**src/hw/rtl/lclp_pkg.sv**
```systemverilog
// Types, codes and constants shared by the line-commanded position loop.
`default_nettype none

package lclp_pkg;

	localparam int unsigned SIG_DIGITS  = 40;
	localparam int unsigned FRAC_DIGITS = 46;
	localparam int unsigned EXP_CAP     = 100000;
	localparam int unsigned P_W         = 19;
	localparam int unsigned FQ_DEPTH    = 4;
	localparam int unsigned OQ_DEPTH    = 4;
	localparam int unsigned STOP_LEN    = 4;

	localparam logic [7:0] CH_NUL   = 8'h00;
	localparam logic [7:0] CH_TAB   = 8'h09;
	localparam logic [7:0] CH_LF    = 8'h0A;
	localparam logic [7:0] CH_CR    = 8'h0D;
	localparam logic [7:0] CH_SP    = 8'h20;
	localparam logic [7:0] CH_PLUS  = 8'h2B;
	localparam logic [7:0] CH_MINUS = 8'h2D;
	localparam logic [7:0] CH_DOT   = 8'h2E;
	localparam logic [7:0] CH_0     = 8'h30;
	localparam logic [7:0] CH_9     = 8'h39;
	localparam logic [7:0] CH_UE    = 8'h45;
	localparam logic [7:0] CH_LE    = 8'h65;
	localparam logic [7:0] CH_S     = 8'h53;
	localparam logic [7:0] CH_T     = 8'h54;
	localparam logic [7:0] CH_O     = 8'h4F;
	localparam logic [7:0] CH_P     = 8'h50;

	localparam logic [15:0] Q_ONE = 16'd32768;

	localparam logic [2:0] REG_KP      = 3'd0;
	localparam logic [2:0] REG_ILIM    = 3'd1;
	localparam logic [2:0] REG_TRAVEL  = 3'd2;
	localparam logic [2:0] REG_FBTICKS = 3'd3;
	localparam logic [2:0] REG_DLIM    = 3'd4;

	localparam logic [1:0] DIR_STOP = 2'd0;
	localparam logic [1:0] DIR_FWD  = 2'd1;
	localparam logic [1:0] DIR_REV  = 2'd2;

	localparam logic KIND_DRIVE    = 1'b0;
	localparam logic KIND_FEEDBACK = 1'b1;

	typedef enum logic [1:0] {OP_CHAR, OP_EOL, OP_TICK} op_t;

	typedef struct packed {
		logic              command;
		logic [7:0]        rx_byte;
		logic signed [15:0] position;
		logic [15:0]       current_ma;
	} in_item_t;

	typedef struct packed {
		logic        kind;
		logic [1:0]  drive_dir;
		logic [7:0]  drive_duty;
		logic        driver_on;
		logic        fault;
		logic [15:0] feedback_pos;
		logic        last;
	} out_item_t;

	typedef struct packed {
		op_t               op;
		logic [7:0]        rx_byte;
		logic signed [15:0] position;
		logic [15:0]       current_ma;
	} queue_entry_t;

	typedef struct packed {
		logic        stop;
		logic        set;
		logic [15:0] level;
	} line_res_t;

	typedef struct packed {
		logic              active;
		logic signed [15:0] position;
		logic [15:0]       current_ma;
		logic [15:0]       setpoint;
	} tick_req_t;

	typedef struct packed {
		logic        trip;
		logic [1:0]  dir;
		logic [7:0]  duty;
		logic [15:0] fpos;
	} tick_resp_t;

	typedef struct packed {
		logic [15:0] kp;
		logic [15:0] ilim;
		logic [15:0] travel;
		logic [7:0]  fbticks;
		logic [7:0]  dlim;
	} cfg_t;

	typedef enum logic [2:0] {
		P_IDLE, P_RD, P_CH, P_EVAL, P_ALIGN, P_DBL, P_DONE
	} parse_state_t;

	typedef enum logic [3:0] {
		G_WS, G_SGN, G_INT, G_FRAC, G_EXP0, G_EXPS, G_EXPD, G_TRAIL, G_ERR
	} gram_t;

	typedef enum logic [2:0] {
		T_IDLE, T_MUL, T_ERR, T_SCALE, T_SAT, T_DIV, T_DONE
	} tick_state_t;

	typedef enum logic [1:0] {B_IDLE, B_LINE, B_TICK} back_state_t;

endpackage

`default_nettype wire

```
**src/hw/rtl/lclp_front.sv**
```systemverilog
// Front end: accepts input beats, classifies them and queues them for the back end.
`default_nettype none

module lclp_front (
	input  logic                  clk,
	input  logic                  arst_n,
	input  logic                  push,
	output logic                  full,
	input  lclp_pkg::in_item_t    item,
	input  logic                  deq,
	output logic                  q_valid,
	output lclp_pkg::queue_entry_t q_head
);
	import lclp_pkg::*;

	localparam int unsigned PW = $clog2(FQ_DEPTH);
	localparam int unsigned CW = $clog2(FQ_DEPTH + 1);

	queue_entry_t q_mem [FQ_DEPTH];
	queue_entry_t ent;
	logic [PW-1:0] wr_ptr_q, rd_ptr_q;
	logic [CW-1:0] cnt_q;
	logic wr, rd;

	always_comb begin
		ent.rx_byte    = item.rx_byte;
		ent.position   = item.position;
		ent.current_ma = item.current_ma;
		if (item.command) begin
			ent.op = OP_TICK;
		end else if (item.rx_byte == CH_LF || item.rx_byte == CH_CR) begin
			ent.op = OP_EOL;
		end else begin
			ent.op = OP_CHAR;
		end
	end

	assign full    = cnt_q == CW'(FQ_DEPTH);
	assign q_valid = cnt_q != '0;
	assign q_head  = q_mem[rd_ptr_q];
	assign wr      = push && !full;
	assign rd      = deq && q_valid;

	always_ff @(posedge clk) begin
		if (wr) begin
			q_mem[wr_ptr_q] <= ent;
		end
	end

	always_ff @(posedge clk or negedge arst_n) begin
		if (!arst_n) begin
			wr_ptr_q <= '0;
			rd_ptr_q <= '0;
			cnt_q    <= '0;
		end else begin
			if (wr) begin
				wr_ptr_q <= wr_ptr_q + PW'(1);
			end
			if (rd) begin
				rd_ptr_q <= rd_ptr_q + PW'(1);
			end
			cnt_q <= cnt_q + CW'(wr) - CW'(rd);
		end
	end

endmodule

`default_nettype wire

```
**src/hw/rtl/lclp_parse.sv**
```systemverilog
// Line store and command line interpreter with a digit-serial decimal to Q1.15 converter.
`default_nettype none

module lclp_parse #(
	parameter int unsigned LINE_CHARS = 31
) (
	input  logic                clk,
	input  logic                arst_n,
	input  logic                start,
	input  logic                op_eol,
	input  logic [7:0]          ch,
	output logic                done,
	output lclp_pkg::line_res_t res
);
	import lclp_pkg::*;

	localparam int unsigned CW = $clog2(LINE_CHARS + 1);
	localparam int unsigned AW = $clog2(LINE_CHARS);
	localparam logic [CW-1:0] FULL_CNT = CW'(LINE_CHARS);
	localparam logic [CW-1:0] STOP_CNT = CW'(STOP_LEN);
	localparam logic [5:0] FL = 6'(FRAC_DIGITS);
	localparam logic signed [P_W-1:0] PF_ZERO = P_W'(0);
	localparam logic signed [P_W-1:0] PF_ONE  = P_W'(1);
	localparam logic signed [P_W-1:0] PF_TWO  = P_W'(2);
	localparam logic signed [P_W-1:0] Z_BIG   = P_W'(6);

	logic [7:0] line_mem [LINE_CHARS];
	logic [7:0] rd_q;
	logic [CW-1:0] cnt_q, idx_q;
	logic disc_q, eol_q;
	parse_state_t st_q, st_d;
	gram_t g_q, g_d;
	logic any_q, started_q, rest_q, neg_q, eneg_q, stop_ok_q;
	logic [3:0] first_q;
	logic [5:0] nsig_q;
	logic signed [P_W-1:0] p_q;
	logic [16:0] ex_q;
	logic [3:0] frac_q [FRAC_DIGITS];
	logic [5:0] aux_q;
	logic [3:0] pass_q;
	logic carry_q;
	logic [15:0] acc_q, level_q;
	logic stop_q, set_q;

	logic c_dig, c_ws, c_sp, c_sign, c_dot, c_e, c_nul, c_stop;
	logic [3:0] dval;
	logic mant_dig, exp_dig, in_frac;
	logic [20:0] ex10;
	logic [16:0] ex_n;
	logic gram_ok;
	logic signed [P_W-1:0] pf, zneg;
	logic ev_stop, ev_zero, ev_one, ev_conv;
	logic [5:0] align_cnt;
	logic [4:0] dv;
	logic cn;
	logic [3:0] nd;
	logic [15:0] acc_fin;
	logic store_ch;

	always_comb begin
		c_dig  = rd_q >= CH_0 && rd_q <= CH_9;
		c_ws   = rd_q == CH_SP || (rd_q >= CH_TAB && rd_q <= CH_CR);
		c_sp   = rd_q == CH_SP || rd_q == CH_TAB;
		c_sign = rd_q == CH_PLUS || rd_q == CH_MINUS;
		c_dot  = rd_q == CH_DOT;
		c_e    = rd_q == CH_UE || rd_q == CH_LE;
		c_nul  = rd_q == CH_NUL;
		dval   = rd_q[3:0];
		case (idx_q[1:0])
			2'd0:    c_stop = rd_q == CH_S;
			2'd1:    c_stop = rd_q == CH_T;
			2'd2:    c_stop = rd_q == CH_O;
			default: c_stop = rd_q == CH_P;
		endcase
	end

	always_comb begin
		unique case (g_q)
			G_WS: begin
				if (c_ws) g_d = G_WS;
				else if (c_sign) g_d = G_SGN;
				else if (c_dig) g_d = G_INT;
				else if (c_dot) g_d = G_FRAC;
				else g_d = G_ERR;
			end
			G_SGN: begin
				if (c_dig) g_d = G_INT;
				else if (c_dot) g_d = G_FRAC;
				else g_d = G_ERR;
			end
			G_INT: begin
				if (c_dig) g_d = G_INT;
				else if (c_dot) g_d = G_FRAC;
				else if (c_e) g_d = G_EXP0;
				else if (c_sp) g_d = G_TRAIL;
				else g_d = G_ERR;
			end
			G_FRAC: begin
				if (c_dig) g_d = G_FRAC;
				else if (c_e && any_q) g_d = G_EXP0;
				else if (c_sp && any_q) g_d = G_TRAIL;
				else g_d = G_ERR;
			end
			G_EXP0: begin
				if (c_sign) g_d = G_EXPS;
				else if (c_dig) g_d = G_EXPD;
				else g_d = G_ERR;
			end
			G_EXPS: begin
				if (c_dig) g_d = G_EXPD;
				else g_d = G_ERR;
			end
			G_EXPD: begin
				if (c_dig) g_d = G_EXPD;
				else if (c_sp) g_d = G_TRAIL;
				else g_d = G_ERR;
			end
			G_TRAIL: begin
				if (c_sp) g_d = G_TRAIL;
				else g_d = G_ERR;
			end
			default: g_d = G_ERR;
		endcase
	end

	always_comb begin
		mant_dig = c_dig && (g_q == G_WS || g_q == G_SGN || g_q == G_INT || g_q == G_FRAC);
		exp_dig  = c_dig && (g_q == G_EXP0 || g_q == G_EXPS || g_q == G_EXPD);
		in_frac  = g_q == G_FRAC;
		ex10     = {1'b0, ex_q, 3'b000} + {3'b000, ex_q, 1'b0} + {17'd0, dval};
		ex_n     = (ex10 > 21'(EXP_CAP)) ? 17'(EXP_CAP) : ex10[16:0];
		gram_ok  = g_q == G_INT || g_q == G_EXPD || g_q == G_TRAIL || (g_q == G_FRAC && any_q);
		pf       = eneg_q ? p_q - $signed({2'b00, ex_q}) : p_q + $signed({2'b00, ex_q});
		zneg     = PF_ZERO - pf;
		ev_stop  = stop_ok_q && idx_q == STOP_CNT;
		ev_zero  = gram_ok && (!started_q || (!neg_q && pf <= PF_ZERO && zneg >= Z_BIG));
		ev_one   = gram_ok && started_q && !neg_q && pf == PF_ONE && first_q == 4'd1 && !rest_q;
		ev_conv  = gram_ok && started_q && !neg_q && pf <= PF_ZERO && zneg < Z_BIG;
		align_cnt = FL - nsig_q - zneg[5:0];
		dv       = {frac_q[FRAC_DIGITS-1], 1'b0} + {4'd0, carry_q};
		cn       = dv >= 5'd10;
		nd       = cn ? 4'(dv - 5'd10) : dv[3:0];
		acc_fin  = {acc_q[14:0], cn};
		store_ch = st_q == P_IDLE && start && !op_eol && !disc_q && cnt_q < FULL_CNT;
	end

	always_comb begin
		unique case (st_q)
			P_IDLE: begin
				if (start && op_eol && !disc_q && cnt_q != '0) st_d = P_RD;
				else if (start) st_d = P_DONE;
				else st_d = P_IDLE;
			end
			P_RD:    st_d = (idx_q == cnt_q) ? P_EVAL : P_CH;
			P_CH:    st_d = c_nul ? P_EVAL : P_RD;
			P_EVAL:  st_d = (!ev_stop && ev_conv) ? P_ALIGN : P_DONE;
			P_ALIGN: st_d = (aux_q == 6'd1) ? P_DBL : P_ALIGN;
			P_DBL:   st_d = (aux_q == FL - 6'd1 && pass_q == 4'd15) ? P_DONE : P_DBL;
			P_DONE:  st_d = P_IDLE;
			default: st_d = P_IDLE;
		endcase
	end

	always_comb begin
		done      = st_q == P_DONE;
		res.stop  = stop_q;
		res.set   = set_q;
		res.level = level_q;
	end

	always_ff @(posedge clk) begin
		if (store_ch) begin
			line_mem[cnt_q[AW-1:0]] <= ch;
		end
		rd_q <= line_mem[idx_q[AW-1:0]];
	end

	always_ff @(posedge clk or negedge arst_n) begin
		if (!arst_n) begin
			st_q   <= P_IDLE;
			cnt_q  <= '0;
			disc_q <= 1'b0;
			eol_q  <= 1'b0;
		end else begin
			st_q <= st_d;
			if (st_q == P_IDLE && start) begin
				eol_q <= op_eol;
				if (op_eol) begin
					disc_q <= 1'b0;
				end else if (!disc_q) begin
					if (cnt_q < FULL_CNT) begin
						cnt_q <= cnt_q + CW'(1);
					end else begin
						cnt_q  <= '0;
						disc_q <= 1'b1;
					end
				end
			end
			if (st_q == P_DONE && eol_q) begin
				cnt_q <= '0;
			end
		end
	end

	always_ff @(posedge clk) begin
		unique case (st_q)
			P_IDLE: begin
				if (start) begin
					stop_q    <= 1'b0;
					set_q     <= 1'b0;
					idx_q     <= '0;
					g_q       <= G_WS;
					any_q     <= 1'b0;
					started_q <= 1'b0;
					rest_q    <= 1'b0;
					neg_q     <= 1'b0;
					eneg_q    <= 1'b0;
					stop_ok_q <= 1'b1;
					first_q   <= '0;
					nsig_q    <= '0;
					p_q       <= '0;
					ex_q      <= '0;
					for (int k = 0; k < FRAC_DIGITS; k++) frac_q[k] <= '0;
				end
			end
			P_CH: begin
				if (!c_nul) begin
					idx_q <= idx_q + CW'(1);
					g_q   <= g_d;
					if (idx_q >= STOP_CNT || !c_stop) stop_ok_q <= 1'b0;
					if (g_q == G_WS && c_sign) neg_q <= rd_q == CH_MINUS;
					if (g_q == G_EXP0 && c_sign) eneg_q <= rd_q == CH_MINUS;
					if (exp_dig) ex_q <= ex_n;
					if (mant_dig) begin
						any_q <= 1'b1;
						if (started_q || dval != 4'd0) begin
							if (started_q && dval != 4'd0) rest_q <= 1'b1;
							if (!started_q) first_q <= dval;
							started_q <= 1'b1;
							if (nsig_q < 6'(SIG_DIGITS)) begin
								nsig_q <= nsig_q + 6'd1;
								for (int k = 0; k < FRAC_DIGITS - 1; k++) begin
									frac_q[k] <= frac_q[k+1];
								end
								frac_q[FRAC_DIGITS-1] <= dval;
							end
							if (!in_frac) p_q <= p_q + PF_ONE;
						end else if (in_frac) begin
							p_q <= p_q - PF_ONE;
						end
					end
				end
			end
			P_EVAL: begin
				if (ev_stop) begin
					stop_q <= 1'b1;
				end else if (ev_zero) begin
					set_q   <= 1'b1;
					level_q <= '0;
				end else if (ev_one) begin
					set_q   <= 1'b1;
					level_q <= Q_ONE;
				end else if (ev_conv) begin
					aux_q <= align_cnt;
				end
			end
			P_ALIGN: begin
				for (int k = 0; k < FRAC_DIGITS - 1; k++) frac_q[k] <= frac_q[k+1];
				frac_q[FRAC_DIGITS-1] <= '0;
				aux_q <= aux_q - 6'd1;
				if (aux_q == 6'd1) begin
					aux_q   <= '0;
					pass_q  <= '0;
					carry_q <= 1'b0;
					acc_q   <= '0;
				end
			end
			P_DBL: begin
				frac_q[0] <= nd;
				for (int k = 1; k < FRAC_DIGITS; k++) frac_q[k] <= frac_q[k-1];
				if (aux_q == FL - 6'd1) begin
					aux_q   <= '0;
					carry_q <= 1'b0;
					acc_q   <= acc_fin;
					pass_q  <= pass_q + 4'd1;
					if (pass_q == 4'd15) begin
						set_q   <= 1'b1;
						level_q <= 16'((17'(acc_fin) + 17'd1) >> 1);
					end
				end else begin
					aux_q   <= aux_q + 6'd1;
					carry_q <= cn;
				end
			end
			default: begin
			end
		endcase
	end

endmodule

`default_nettype wire

```
**src/hw/rtl/lclp_tick.sv**
```systemverilog
// Tick unit: over-current check, proportional drive and normalised position feedback.
`default_nettype none

module lclp_tick (
	input  logic                 clk,
	input  logic                 arst_n,
	input  logic                 start,
	input  lclp_pkg::tick_req_t  req,
	input  lclp_pkg::cfg_t       cfg,
	output logic                 done,
	output lclp_pkg::tick_resp_t resp
);
	import lclp_pkg::*;

	tick_state_t st_q, st_d;
	tick_req_t req_q;
	logic trip_q, run_q, eneg_q, fzero_q, ffull_q;
	logic [31:0] prod_q;
	logic [16:0] eabs_q;
	logic [32:0] mag_q;
	logic [7:0] duty_q;
	logic [1:0] dir_q;
	logic [16:0] rem_q;
	logic [15:0] num_q, quo_q;
	logic [3:0] bit_q;

	logic [16:0] target;
	logic signed [17:0] err;
	logic [24:0] shifted;
	logic [7:0] duty_n;
	logic [17:0] trial, dd;
	logic ge;

	always_comb begin
		target  = 17'((33'(prod_q) + 33'd16384) >> 15);
		err     = $signed({1'b0, target}) - $signed({{2{req_q.position[15]}}, req_q.position});
		shifted = mag_q[32:8];
		duty_n  = (shifted > {17'd0, cfg.dlim}) ? cfg.dlim : shifted[7:0];
		trial   = {rem_q, num_q[15]};
		dd      = {1'b0, cfg.travel, 1'b0};
		ge      = trial >= dd;
	end

	always_comb begin
		unique case (st_q)
			T_IDLE:  st_d = start ? T_MUL : T_IDLE;
			T_MUL:   st_d = T_ERR;
			T_ERR:   st_d = T_SCALE;
			T_SCALE: st_d = T_SAT;
			T_SAT:   st_d = T_DIV;
			T_DIV:   st_d = (bit_q == 4'd15) ? T_DONE : T_DIV;
			T_DONE:  st_d = T_IDLE;
			default: st_d = T_IDLE;
		endcase
	end

	always_comb begin
		done      = st_q == T_DONE;
		resp.trip = trip_q;
		resp.dir  = dir_q;
		resp.duty = duty_q;
		if (fzero_q) resp.fpos = '0;
		else if (ffull_q) resp.fpos = Q_ONE;
		else resp.fpos = quo_q;
	end

	always_ff @(posedge clk or negedge arst_n) begin
		if (!arst_n) begin
			st_q <= T_IDLE;
		end else begin
			st_q <= st_d;
		end
	end

	always_ff @(posedge clk) begin
		unique case (st_q)
			T_IDLE: begin
				if (start) begin
					req_q   <= req;
					trip_q  <= req.active && req.current_ma >= cfg.ilim;
					run_q   <= req.active && req.current_ma < cfg.ilim;
					fzero_q <= req.position <= $signed(16'd0);
					ffull_q <= $unsigned(req.position) >= cfg.travel;
					rem_q   <= {1'b0, req.position};
					num_q   <= cfg.travel;
					quo_q   <= '0;
					bit_q   <= '0;
				end
			end
			T_MUL: prod_q <= req_q.setpoint * cfg.travel;
			T_ERR: begin
				eneg_q <= err[17];
				eabs_q <= err[17] ? 17'(-err) : err[16:0];
			end
			T_SCALE: mag_q <= eabs_q * cfg.kp;
			T_SAT: begin
				if (!run_q || duty_n == 8'd0) begin
					duty_q <= run_q ? duty_n : 8'd0;
					dir_q  <= DIR_STOP;
				end else begin
					duty_q <= duty_n;
					dir_q  <= eneg_q ? DIR_REV : DIR_FWD;
				end
			end
			T_DIV: begin
				rem_q <= ge ? 17'(trial - dd) : trial[16:0];
				quo_q <= {quo_q[14:0], ge};
				num_q <= {num_q[14:0], 1'b0};
				bit_q <= bit_q + 4'd1;
			end
			default: begin
			end
		endcase
	end

endmodule

`default_nettype wire

```
**src/hw/rtl/line_commanded_position_loop.sv**
```systemverilog
// Top level: front end, line interpreter, tick unit, loop state and result queue.
//
// Input beats (serial bytes or control ticks) enter a four-deep queue and are
// carried out in order by the back end. A plain byte is handed to the line store,
// and a tick runs two multiplies and a 16-step position divider. A line end scans
// the stored characters with a read and a check step for each, and a number line
// then runs alignment shifts and 16 doubling passes over the 46 digits of the
// digit-serial decimal register.
// A tick gives one or two result beats into a four-deep result queue and
// waits until two places are free there.
`default_nettype none

module line_commanded_position_loop #(
	parameter int unsigned LINE_CHARS = 31
) (
	input  logic                clk,
	input  logic                arst_n,
	input  logic                push,
	output logic                full,
	input  lclp_pkg::in_item_t  item,
	output logic                empty,
	input  logic                pop,
	output lclp_pkg::out_item_t result,
	input  logic                wr_en,
	input  logic [2:0]          wr_index,
	input  logic [15:0]         wr_data
);
	import lclp_pkg::*;

	localparam int unsigned OPW = $clog2(OQ_DEPTH);
	localparam int unsigned OCW = $clog2(OQ_DEPTH + 1);

	logic q_valid, deq, p_start, t_start, p_done, t_done, room;
	queue_entry_t q_head;
	line_res_t lres;
	tick_req_t treq;
	tick_resp_t tresp;
	cfg_t cfg;
	back_state_t st_q, st_d;

	logic [15:0] kp_q, ilim_q, travel_q, setpoint_q;
	logic [7:0] fbt_q, dlim_q, tc_q, tc1;
	logic motion_q, fault_q, fb, on_n, fault_n;

	out_item_t oq_q [OQ_DEPTH];
	logic [OPW-1:0] oq_wp_q, oq_rp_q;
	logic [OCW-1:0] oq_cnt_q;
	out_item_t drv, fbk;
	logic popped;

	lclp_front u_front (
		.clk     (clk),
		.arst_n  (arst_n),
		.push    (push),
		.full    (full),
		.item    (item),
		.deq     (deq),
		.q_valid (q_valid),
		.q_head  (q_head)
	);

	lclp_parse #(.LINE_CHARS(LINE_CHARS)) u_parse (
		.clk    (clk),
		.arst_n (arst_n),
		.start  (p_start),
		.op_eol (q_head.op == OP_EOL),
		.ch     (q_head.rx_byte),
		.done   (p_done),
		.res    (lres)
	);

	lclp_tick u_tick (
		.clk    (clk),
		.arst_n (arst_n),
		.start  (t_start),
		.req    (treq),
		.cfg    (cfg),
		.done   (t_done),
		.resp   (tresp)
	);

	always_comb begin
		cfg.kp      = kp_q;
		cfg.ilim    = ilim_q;
		cfg.travel  = travel_q;
		cfg.fbticks = fbt_q;
		cfg.dlim    = dlim_q;
		treq.active     = motion_q && !fault_q;
		treq.position   = q_head.position;
		treq.current_ma = q_head.current_ma;
		treq.setpoint   = setpoint_q;
		room = oq_cnt_q <= OCW'(OQ_DEPTH - 2);
	end

	always_comb begin
		unique case (st_q)
			B_IDLE: begin
				if (q_valid && q_head.op != OP_TICK) st_d = B_LINE;
				else if (q_valid && room) st_d = B_TICK;
				else st_d = B_IDLE;
			end
			B_LINE:  st_d = p_done ? B_IDLE : B_LINE;
			B_TICK:  st_d = t_done ? B_IDLE : B_TICK;
			default: st_d = B_IDLE;
		endcase
	end

	always_comb begin
		deq     = st_q == B_IDLE && q_valid && (q_head.op != OP_TICK || room);
		p_start = deq && q_head.op != OP_TICK;
		t_start = deq && q_head.op == OP_TICK;
	end

	always_comb begin
		tc1     = tc_q + 8'd1;
		fb      = tc1 >= fbt_q;
		on_n    = motion_q && !tresp.trip;
		fault_n = fault_q || tresp.trip;
		drv.kind         = KIND_DRIVE;
		drv.drive_dir    = tresp.dir;
		drv.drive_duty   = tresp.duty;
		drv.driver_on    = on_n;
		drv.fault        = fault_n;
		drv.feedback_pos = '0;
		drv.last         = !fb;
		fbk.kind         = KIND_FEEDBACK;
		fbk.drive_dir    = DIR_STOP;
		fbk.drive_duty   = '0;
		fbk.driver_on    = on_n;
		fbk.fault        = fault_n;
		fbk.feedback_pos = tresp.fpos;
		fbk.last         = 1'b1;
		empty  = oq_cnt_q == '0;
		result = oq_q[oq_rp_q];
		popped = pop && !empty;
	end

	always_ff @(posedge clk or negedge arst_n) begin
		if (!arst_n) begin
			st_q       <= B_IDLE;
			kp_q       <= 16'd1280;
			ilim_q     <= 16'd4500;
			travel_q   <= 16'd4825;
			fbt_q      <= 8'd3;
			dlim_q     <= 8'd255;
			setpoint_q <= '0;
			motion_q   <= 1'b0;
			fault_q    <= 1'b0;
			tc_q       <= '0;
			oq_wp_q    <= '0;
			oq_rp_q    <= '0;
			oq_cnt_q   <= '0;
		end else begin
			st_q <= st_d;
			if (wr_en) begin
				case (wr_index)
					REG_KP:      kp_q     <= wr_data;
					REG_ILIM:    ilim_q   <= wr_data;
					REG_TRAVEL:  travel_q <= wr_data;
					REG_FBTICKS: fbt_q    <= wr_data[7:0];
					REG_DLIM:    dlim_q   <= wr_data[7:0];
					default: begin
					end
				endcase
			end
			if (st_q == B_LINE && p_done) begin
				if (lres.stop) begin
					motion_q <= 1'b0;
				end else if (lres.set && !fault_q) begin
					setpoint_q <= lres.level;
					motion_q   <= 1'b1;
				end
			end
			if (st_q == B_TICK && t_done) begin
				motion_q <= on_n;
				fault_q  <= fault_n;
				tc_q     <= fb ? 8'd0 : tc1;
				oq_wp_q  <= oq_wp_q + (fb ? OPW'(2) : OPW'(1));
			end
			if (popped) begin
				oq_rp_q <= oq_rp_q + OPW'(1);
			end
			oq_cnt_q <= oq_cnt_q
				+ ((st_q == B_TICK && t_done) ? (fb ? OCW'(2) : OCW'(1)) : OCW'(0))
				- OCW'(popped);
		end
	end

	always_ff @(posedge clk) begin
		if (st_q == B_TICK && t_done) begin
			oq_q[oq_wp_q] <= drv;
			if (fb) begin
				oq_q[oq_wp_q + OPW'(1)] <= fbk;
			end
		end
	end

	a_fault_sticky: assert property (@(posedge clk) disable iff (!arst_n)
		fault_q |=> fault_q)
		else $error("over-current fault cleared after latching");

	a_no_enable_on_fault: assert property (@(posedge clk) disable iff (!arst_n)
		$rose(motion_q) |-> !$past(fault_q))
		else $error("drive enabled while the fault was latched");

	a_oq_bound: assert property (@(posedge clk) disable iff (!arst_n)
		oq_cnt_q <= OCW'(OQ_DEPTH))
		else $error("result queue overfilled");

	a_tick_room: assert property (@(posedge clk) disable iff (!arst_n)
		t_start |-> oq_cnt_q <= OCW'(OQ_DEPTH - 2))
		else $error("tick started without room for its results");

endmodule

`default_nettype wire
```
**config.mk**
```make
export PLATFORM = sky130hd
export DESIGN_NAME = line_commanded_position_loop
export DESIGN_NICKNAME = d
export VERILOG_FILES = /design/src/hw/rtl/lclp_pkg.sv /design/src/hw/rtl/lclp_front.sv /design/src/hw/rtl/lclp_parse.sv /design/src/hw/rtl/lclp_tick.sv /design/src/hw/rtl/line_commanded_position_loop.sv
export SDC_FILE = /design/constraint.sdc
export NUM_CORES = 2
export LEC_CHECK = 0
export BUFFER_PORTS_ARGS = -buffer_cell sky130_fd_sc_hd__buf_4
export CAP_MARGIN = 20
export CORE_ASPECT_RATIO = 1.5
export CORE_MARGIN = 4
export CORE_UTILIZATION = 30
export CTS_CLUSTER_DIAMETER = 150
export CTS_CLUSTER_SIZE = 16
export DETAILED_ROUTE_END_ITERATION = 7
export PLACE_DENSITY = 0.44
export SYNTH_ARGS = -nofsm -noshare
export SYNTH_HDL_FRONTEND = slang
export SYNTH_SLANG_ARGS = --single-unit
export TNS_END_PERCENT = 100
```
**constraint.sdc**
```tcl
create_clock -name clk -period 6.54 [get_ports clk]
set_clock_uncertainty 0.05 [all_clocks]
set_input_delay 0.654 -clock clk [delete_from_list [all_inputs] [get_ports clk]]
set_output_delay 0.654 -clock clk [all_outputs]
set_load 0.02 [all_outputs]
```
==> flow_summary_export.csv <==
group,metric,value,unit
detailed_routing,num_vias,44000,
critical_path,cpPeakStageDelay,0.56,ns
grt,grt_max_degree,97,
sta,rsz0062_at_grt,"true",
cells_and_area,register_area,0.0323,mm^2
critical_path,cpLargestDelayFamily,"adder cells",
yosys,seq_area_frac_synth,47.3,%
yosys,avgSynthCellArea,11.5,um^2
clock_network,cts_buffer_depth,3,
place,routabilityCongestion,0.826,
clock_network,root_buffer,"clkbuf_16",
critical_path,crit_chain,"buf_6 > buf_12 > and2_1 > fa_1 > fa_1 > fa_1 > inv_2 > fa_1 > fa_1 > inv_1 > fa_1 > ha_4 > a21o_1 > a21oi_2 > o31a_1 > a211o_4 > a2111oi_4 > o21ai_2 > a21boi_2 > or3_4 > a31oi_2 > xnor2_1",
yosys,ys_warn_count,0,
floorplan,dieArea,0.235,mm^2
place,place_ws,-0.503,ns
clock_network,numCtsBuffers,81,
clock_network,clk_pin_slew,0.09,ns
min_path,hold_path.startpoint,"item[37]",
grt,gr-total-overflow,0,
yosys,synth_nets,6792,
sta,fmax,155,MHz
floorplan,ios,97,
floorplan,die_x,397,um
critical_path,crit_path_end_kind,"flop",
place,dpl.hpwl,136,mm
critical_path,worstSetupStartpointType,"flop",
yosys,netlist_instances,5924,
detailed_routing,wl,184,mm
sta,period_minus_slack,6.46,ns
floorplan,start_util,30.1,%
detailed_routing,routed_via_density,4.77,
yosys,synth_cell_type_count,93,
critical_path,regToRegSetupSlack,0.08,ns
sta,hold_violations,0,
cells_and_area,mostFrequentLayoutCells,"994 x nand2_1, 937 x edfxtp_1, 584 x inv_1",
floorplan,rows,214,
detailed_routing,drtIter0Drc,2621,
place,port_buffers,96,
cells_and_area,finalNonFillerCells,9225,
clock_network,htreeDepth,3,
critical_path,worstRegToRegCells,22,
critical_path,cp_common_cell,"fa_1",
cells_and_area,multi_input_area,0.0331,mm^2
critical_path,crit_required,6.93,ns
detailed_routing,route.detailed.drc,0,
grt,grt_usage,15.8,%
clock_network,cts_tree,"built",
clock_network,worstSkewPairLatency,0.72,ns
min_path,whs_path_depth,1,
cells_and_area,area_growth,13.2,%
cells_and_area,fin_area,0.0772,mm^2
sta,max-slew-margin-rel,25.8,%
status,status,"finished clean",
sta,fin_ws,0.0849,ns
critical_path,crit_arrival,6.85,ns
sta,slew_viol_final,0,
sta,setup_violations,0,
grt,grt_pass1_wl,287,mm
yosys,ys_ff_latch,1112,
yosys,syn_area,0.0682,mm^2
sta,worst_slew_pin_slew,1.11,ns
detailed_routing,wl_per_cell,20.0,um
yosys,ys_async_sr_fraction,10.7,%
yosys,synth_edf_count,937,
detailed_routing,dr.pass1.iters,7,
run,drv_cap,0,
critical_path,critPathKind,"flop to flop",
cells_and_area,finalNetCount,7008,
cells_and_area,final_common_cell,"nand2_1",
clock_network,cts_sinks,1112,
place,placed_cells,9036,
critical_path,path_buf_inv,4,
yosys,synthFlopType,"edfxtp_1",
min_path,hold_path_class,"input port to flop",
critical_path,critPathSlowestCell,"fa_1",
grt,grt_pass1_vias,47200,
critical_path,r2r_end,"u_tick.mag_q[32]$_DFFE_PP_",
floorplan,dieHeight,592,um
cells_and_area,fillers,22600,
min_path,hold_end,"u_front.q_mem[0][37]$_DFFE_PP_",
critical_path,cp_max_fo,6,
critical_path,r2r-start,"u_tick.eabs_q[5]$_DFFE_PP_",
cells_and_area,drive_above_1_share,14.0,%
floorplan,core_area,0.226,mm^2
grt,antenna_found_initial,7,
detailed_routing,drtAntennaViolNets,0,
sta,post-route-period-util,98.7,%
sta,setup_tns,0,ns
place,place_area,0.0739,mm^2
==> cells by family after synthesis <==
family	share of synthesized area, %
AOI/OAI and AO/OA	6.78
DFF	47.3
buffers and inverters	4.81
xor gates and xnor gates	2.69
and+or+nand+nor	13.0
muxes	6.18
adders and majority gates	19.2
==> worst max path at each step <==
| stage | cells past startpoint | from | endpoint |
|---|---|---|---|
| floorplan | 26 | kp_q[8]$_DFFE_PN1P_ | u_tick.mag_q[32]$_DFFE_PP_ |
| finish | 22 | u_tick.eabs_q[5]$_DFFE_PP_ | u_tick.mag_q[32]$_DFFE_PP_ |
| CTS | 22 | kp_q[8]$_DFFE_PN1P_ | u_tick.mag_q[32]$_DFFE_PP_ |
| global route | 26 | u_tick.eabs_q[11]$_DFFE_PP_ | u_tick.mag_q[32]$_DFFE_PP_ |
| detailed placement | 25 | u_tick.eabs_q[7]$_DFFE_PP_ | u_tick.mag_q[32]$_DFFE_PP_ |
| global placement | 25 | u_tick.eabs_q[7]$_DFFE_PP_ | u_tick.mag_q[32]$_DFFE_PP_ |
==> layout make-up <==
type | instances | share of cell area, %
multi-input combinational | 3943 | 42.9
sequential | 1112 | 41.8
tap | 3024 | 4.90
timing repair buffer | 401 | 4.24
inverter | 601 | 2.92
clock buffer | 131 | 2.90
clock inverter | 10 | 0.269
antenna | 3 | 0.00973
==> flip-flops by register name, indices dropped and copies added (netlist names), 18 cells and up <==
| name | count |
|---|---|
| u_parse.line_mem | 248 |
| u_front.q_mem | 168 |
| u_parse.p_q | 19 |
| u_tick.req_q | 32 |
| oq_q | 120 |
| u_tick.prod_q | 18 |
| u_parse.frac_q | 184 |
| u_tick.mag_q | 25 |
==> stage by stage <==
stage | hold slack (ns) | utilization, %
finish | 0.106 | 34.1
global route | 0.0456 | 34.1
CTS | 0.0334 | 33.9
detailed placement | 0.383 | 32.6
global placement | 0.376 | 32.6
floorplan | 0.308 | -
==> cell usage after synthesis, types with 16 or more instances <==
library cell	count	area, um^2
nand4_1	28	175
mux2_2	55	619
dfrtp_1	95	2380
mux4_2	144	3240
ha_1	394	4930
nand2_1	1010	3790
a31oi_1	20	125
nor2_1	299	1120
a21oi_1	329	1650
nor2b_1	53	332
edfxtp_1	937	28100
and2_1	213	1330
xnor2_1	125	1090
buf_1	18	67.6
o21a_1	30	225
dfxtp_1	56	1120
fa_1	409	8190
o31ai_1	16	120
or3_1	21	131
nor4_1	21	131
nand3_1	72	360
clkbuf_1	242	908
nor3_1	59	295
nand2b_1	32	200
xor2_1	84	736
dfstp_2	24	631
o21ai_0	162	811
and3_1	55	344
inv_1	600	2250
a21o_1	55	413
mux2i_1	35	350
==> metal layers <==
metal	up-vias	track usage (%)	share of wire, %
met5	-	0	0.0071
met4	2	3.48	2.0
met3	165	1.93	3.1
met2	546	29.7	54
met1	22500	19.1	41
li1	20800	-	-
==> what timing repair did <==
action | in CTS | in global routing
setup buffers | 26 | 20
endpoints found under the setup margin | 13 | 16
gates resized for setup | 44 | 81
pin swaps | 39 | 62
hold buffers | 1 | 0
endpoints found under the hold margin | 12 | 0
Power is left out: the tool's default activity adds up to more than one toggle a clock period on the data nets, which glitch-free logic cannot reach.
